`src/adamu_sqrt.sv`:
```
`timescale 1ns / 1ps

module adamu_sqrt #(
  parameter int SW = 1
) (
  input  logic          clk,
  input  logic          rst,
  input  logic          en,
  input  logic          in_valid,
  input  logic [63:0]   x,
  input  logic [SW-1:0] side_in,
  output logic          out_valid,
  output logic [31:0]   root,
  output logic [SW-1:0] side_out
);

  localparam int STEPS = 32;

  logic          valid [STEPS+1];
  logic [33:0]   rem   [STEPS+1];
  logic [31:0]   rt    [STEPS+1];
  logic [63:0]   rest  [STEPS+1];
  logic [SW-1:0] side  [STEPS+1];

  always_ff @(posedge clk) begin
    if (rst) begin
      valid[0] <= 1'b0;
    end else if (en) begin
      valid[0] <= in_valid;
    end
  end

  always_ff @(posedge clk) begin
    if (en) begin
      rem[0]  <= '0;
      rt[0]   <= '0;
      rest[0] <= x;
      side[0] <= side_in;
    end
  end

  for (genvar k = 1; k <= STEPS; k++) begin : g_stage
    logic [35:0] shifted;
    logic [35:0] trial;
    logic [35:0] diff;
    logic        take;

    assign shifted = {rem[k-1], rest[k-1][63:62]};
    assign trial   = {2'b00, rt[k-1], 2'b01};
    assign take    = (shifted >= trial);
    assign diff    = shifted - trial;

    always_ff @(posedge clk) begin
      if (rst) begin
        valid[k] <= 1'b0;
      end else if (en) begin
        valid[k] <= valid[k-1];
      end
    end

    always_ff @(posedge clk) begin
      if (en) begin
        rem[k]  <= take ? diff[33:0] : shifted[33:0];
        rt[k]   <= {rt[k-1][30:0], take};
        rest[k] <= {rest[k-1][61:0], 2'b00};
        side[k] <= side[k-1];
      end
    end
  end

  assign out_valid = valid[STEPS];
  assign root      = rt[STEPS];
  assign side_out  = side[STEPS];

endmodule

```
`config.mk`:
```
export PLATFORM = sky130hd
export DESIGN_NAME = adamu_sqrt
export DESIGN_NICKNAME = d
export VERILOG_FILES = /design/src/adamu_sqrt.sv
export SDC_FILE = /design/constraint.sdc
export NUM_CORES = 2
export LEC_CHECK = 0
export BUFFER_PORTS_ARGS = -buffer_cell sky130_fd_sc_hd__buf_2
export CORE_MARGIN = 4
export CORE_UTILIZATION = 35
export DETAILED_ROUTE_END_ITERATION = 16
export SYNTH_ARGS = -nofsm -noshare
export SYNTH_HDL_FRONTEND = slang
export SYNTH_MEMORY_MAX_BITS = 65536
export SYNTH_SLANG_ARGS = --single-unit
```
`constraint.sdc`:
```
create_clock -name clk -period 9.1 [get_ports clk]
set_clock_uncertainty 0.2 [all_clocks]
set_input_delay 1.82 -clock clk [delete_from_list [all_inputs] [get_ports clk]]
set_output_delay 1.82 -clock clk [all_outputs]
set_load 0.005 [all_outputs]
```
# Word-level counts from Yosys, hierarchy flattened

Memory sizes are Yosys's and may differ from the RTL's.
Index checks and enable logic that the tools add are counted.
W data, S select, Z words.

Register bits: 0
Bits in writable memories: 4356
Output and inout bits: 34
Memories kept: 5

Memory list:

| name  | depth | width | rd ports | clocked after memory_dff | wr ports | line | text |
|---|---|---|---|---|---|---|---|
| rest  | 33    | 64    | 32       | 0                        | 33       | 22   | `logic [63:0] rest [STEPS+1];` |
| rem   | 33    | 34    | 32       | 0                        | 33       | 20   | `logic [33:0] rem [STEPS+1];` |
| rt    | 33    | 32    | 33       | 0                        | 33       | 21   | `logic [31:0] rt [STEPS+1];` |
| side  | 33    | 1     | 33       | 0                        | 33       | 23   | `logic [SW-1:0] side [STEPS+1];` |
| valid | 33    | 1     | 33       | 0                        | 33       | 19   | `logic valid [STEPS+1];` |

$add $sub $neg: 32
$lt $le $gt $ge: 32
Mux-type cells: 71
Bitwise logic cells: 33

Operators by type and width:

| cell             | count |
|---|---|
| $ge A36 B34 Y1   | 32 |
| $mux W34         | 32 |
| $sub A34 B34 Y34 | 32 |
| $mux W1          | 39 |
| $or A1 B1 Y1     | 33 |

# Logic depth before layout (Yosys ltp)

Word-level depth: 4
Gate-level depth with buffers: 14
Gate-level depth less buffers: 13

# Least setup slack after synthesis

Ideal clock, no wire load.

Path type: reg-to-reg
From: memory rem[15][16], in the netlist rem[0][526]
To: memory rem[16][26], in the netlist rem[0][570], data pin
Library setup time: 0.271 ns
Arrival: 3.148 ns
Path slack: 5.481 ns
Stages on the path, launching flop included: 11
Path buffers: 1
Period minus slack after synthesis: 3.619 ns
Path through: edfxtp_1 -> or4_1 -> or4_4 -> nor4_2 -> or3b_1 -> or3_1 -> a211oi_2 -> buf_4 -> a211o_4 -> nor4_1 -> xor2_1

RTL lines:

| what               | line |
|---|---|
| start: declaration | 20 |

==> impl_metrics.yaml <==
worst_setup_path:
  regToRegStartpoint: "rem[0][215]$_DFFE_PP_"
  regToRegSetupSlack_ns: 4.44
  cp_slowest_stage_delay_ns: 0.83
  worstRegToRegCells: 9
  worstSetupEndpointType: "flop"
  cp_common_cell: "or3_1"
  worstPathArrival_ns: 5.12
  required_ns: 9.56
  startpoint_type: "flop"
  type_of_the_setup_path_with_the_least_slack: "flop to flop"
  timing.critical_path.slowest_stage_cell: "nand3b_1"
  worst_r2r_endpoint: "rem[0][253]$_DFFE_PP_"
  cp_cell_sequence: "or4_1 -> or3_1 -> or4_1 -> or3_1 -> or3_1 -> nor3_2 -> nand3b_1 -> nand4b_1 -> xnor2_1"
  max_fanout_on_critical_path: 29
  crit_start: "rem[0][215]$_DFFE_PP_"
power_and_ir_drop:
  internal_power_uw: 25000
  cellLeakagePower_uw: 0.0520
  seqPwrFrac_pct: 47.1
  power_density_nw_per_um2: 251
  power_switching_uw: 9580
  power_frac_comb_pct: 18.7
  power.share.switching_pct: 27.7
  share_clk_of_total_power_pct: 34.2
  vdd_ir_drop_max_v: 0.000157
sta:
  post_layout_minimum_cycle_time_ns: 4.66
  finalHoldViolCount: 0
  max_clock_freq_mhz: 215
  slew_violations: 0
  setup_total_negative_slack_ns: 0
  grt_setup_unrepaired: "no"
  finalSetupViolCount: 0
  min_period_over_period_pct: 51.2
  tightest_slew_margin_relative_to_the_limit_pct: 16.2
  hold_ws_ns: 0.159
  tightest_slew_ns: 1.25
finish:
  multiInputGateArea_um2: 39100
  final-seq-area_um2: 79700
  filler_cell_count: 31999
  layout.nets: 10211
  cell_area_after_layout_um2: 138000
  layout-drive-gt1-share_pct: 7.64
  area_growth_syn_to_layout_pct: 13.0
global_routing:
  grt_util_all_layers_pct: 13.6
  gr-usage-met2_pct: 23.6
  number_of_antenna_violations_at_the_first_check_in_global_routing: 7
  global_route.usage.met3_pct: 1.84
  globalRoute.totalOverflow: 0
  groute.layer.met1.usage_pct: 17.2
  grt_first_pass_wirelength_um: 397000
  vias_in_the_first_global_route: 72566
  maximum_number_of_pins_on_one_net_before_global_route_repair: 178
  most_used_routing_layer: "met2"
clock_network:
  count_of_clock_tree_sinks: 2653
  clk_path_buf_depth: 4
  cts_hold_repair.buffers: 0
  numCtsBuffers: 302
  cts-root-buf: "clkbuf_16"
  clock_tree.htree_level_count: 5
  worst_skew_pair.late_latency_ns: 0.92
  post_cts.repair.setup_buffers: 0
  cts_tree: "done"
  ctsResizeCount: 0
  clk_pin_slew_ns: 0.06
drt:
  drc_errors: 0
  vias_per_cell: 5.00
  drtIter0Drc: 5072
  drt-total-wl_um: 250000
  ant_nets: 0
  num_vias: 72006
  drt_first_pass_iters: 5
  wl_per_cell_um: 17.4
logic_synthesis:
  postSynth.topFlopCell: "edfxtp_1"
  post_synth_inst_count: 9314
  yosys.cell_types.count: 88
  async_reset_ff_share_pct: 0
  synth-seq-area-share_pct: 65.2
  synth-edff-count: 2653
  postSynthRegisterBits: 2653
  post_synth.cell_area_avg_um2: 13.1
  netlist_area_um2: 122000
  yosysWarningCount: 0
  synth.net_count: 9945
hold_path:
  hp-start: "rest[0][168]$_DFFE_PP_"
  worst_hold_path_type: "flop to flop"
  worst_hold_path.endpoint: "rest[0][234]$_DFFE_PP_"
  holdPathStages: 0
floorplanning:
  row_count: 216
  die_x_um: 599
  die_height_um: 599
  fp.dieArea_um2: 358000
  design.core.area_um2: 347000
  io-pin-count: 103
  initial_core_utilization_pct: 35.2
job:
  maxCapViolCount: 0
status:
  status: "complete, no violations"
placement:
  buffer_ports.inserted: 102
  place_congestion: 0.948
  hpwl_um: 177000
  post_dp_cell_area_um2: 128000
-- worst max-delay path: cells and delay by family, from the launching register on --
family        cells  cell delay (ns)
simple gates      8             3.66
xor+xnor          1             0.11
flops             1             0.42
-- synthesized netlist by cell type (all sizes together), types with 39 or more instances --
library cell / instances / share of area, %
edfxtp: 2653 / 65
inv: 706 / 2.2
nand2: 653 / 2.0
ha: 562 / 5.8
a21oi: 537 / 2.2
nor2: 518 / 1.6
o21ai: 492 / 2.0
xnor2: 434 / 3.1
xor2: 411 / 2.9
a21o: 285 / 1.8
nor3: 207 / 0.86
nand3: 173 / 0.71
clkbuf: 170 / 0.52
nor4: 138 / 0.71
or3: 114 / 0.58
nand4: 104 / 0.53
nand2b: 99 / 0.51
o21a: 93 / 0.57
nor2b: 74 / 0.38
mux2: 66 / 0.61
a211oi: 65 / 0.40
and2: 61 / 0.31
o21bai: 58 / 0.36
and3: 55 / 0.28
o31ai: 54 / 0.33
or4: 52 / 0.32
or2: 39 / 0.20
-- power groups by stage --
stage | registers [uW] | clock network (uW) | logic (uW)
after floorplan | 16100 | 0 | 4780
after global placement | 16500 | 0 | 6280
after detailed placement | 16600 | 0 | 6410
after CTS | 16300 | 12300 | 6450
after global routing | 16400 | 12800 | 7220
final | 16300 | 11800 | 6460
-- sequential cells by signal, summed over array words and instances (netlist names) --
register  cells
rest       1056
rem        1003
rt          528
side         33
valid        33
-- layout make-up --
cell class                 instances  area share, %
inverter                         710           1.93
antenna                            1        0.00181
timing repair buffer             154          0.791
multi-input combinational       5759           28.4
sequential                      2653           57.8
tap                             4578           4.15
clock inverter                   177           1.27
clock buffer                     358           5.72
-- layer usage --
metal,vias up,routed length [um],part of all wire [%]
li1,35140,-,-
met5,-,0,0
met4,0,10100,4.0
met1,34736,108000,43
met2,1578,122000,49
met3,552,10100,4.1
-- cells in the final DEF (no fill, tap or decap), drive strengths merged, types with 65 or more instances in the layout --
cell type | synthesis | final
a211oi | 65 | 65
a21o | 285 | 285
a21oi | 537 | 537
buf | 22 | 154
clkbuf | 170 | 358
clkinv | 4 | 128
edfxtp | 2653 | 2653
ha | 562 | 562
inv | 706 | 723
mux2 | 66 | 66
nand2 | 653 | 653
nand2b | 99 | 99
nand3 | 173 | 173
nand4 | 104 | 104
nor2 | 518 | 518
nor2b | 74 | 74
nor3 | 207 | 207
nor4 | 138 | 138
o21a | 93 | 93
o21ai | 492 | 492
or3 | 114 | 114
xnor2 | 434 | 434
xor2 | 411 | 411
-- metrics by stage --
| step | utilization (%) | setup WS [ns] | std cells | total power, uW |
|---|---|---|---|---|
| 6_report | 39.8 | 4.44 | 14390 | 34600 |
| 5_1_grt | 39.8 | 4.10 | 14390 | 36500 |
| 4_1_cts | 39.8 | 4.46 | 14389 | 35100 |
| 3_3_place_gp | 37.0 | 4.51 | 13854 | 22800 |
| 2_1_floorplan | - | 5.48 | 9314 | 20900 |
| 3_5_place_dp | 37.0 | 4.49 | 13854 | 23000 |
-- worst max-delay path by stage --
stage,endpoint,slack [ns],depth (start not counted)
final,rem[0][253]$_DFFE_PP_,4.44,9
after global routing,rem[0][253]$_DFFE_PP_,4.10,9
after CTS,rem[0][253]$_DFFE_PP_,4.46,9
after detailed placement,rem[0][259]$_DFFE_PP_,4.49,9
after global placement,rem[0][253]$_DFFE_PP_,4.51,9
after floorplan,rem[0][570]$_DFFE_PP_,5.48,10
-- cell families after synthesis --
kind of cell | share of synthesized area [%]
multiplexers | 0.699
buffers and inverters | 2.80
adder cells (fa/ha/maj) | 5.76
XOR/XNOR | 6.06
AND/OR/NAND/NOR | 9.82
flip-flops | 65.2
AO/OA/AOI/OAI | 9.61
other | 0.00307
Power figures use the tool's default switching activity.
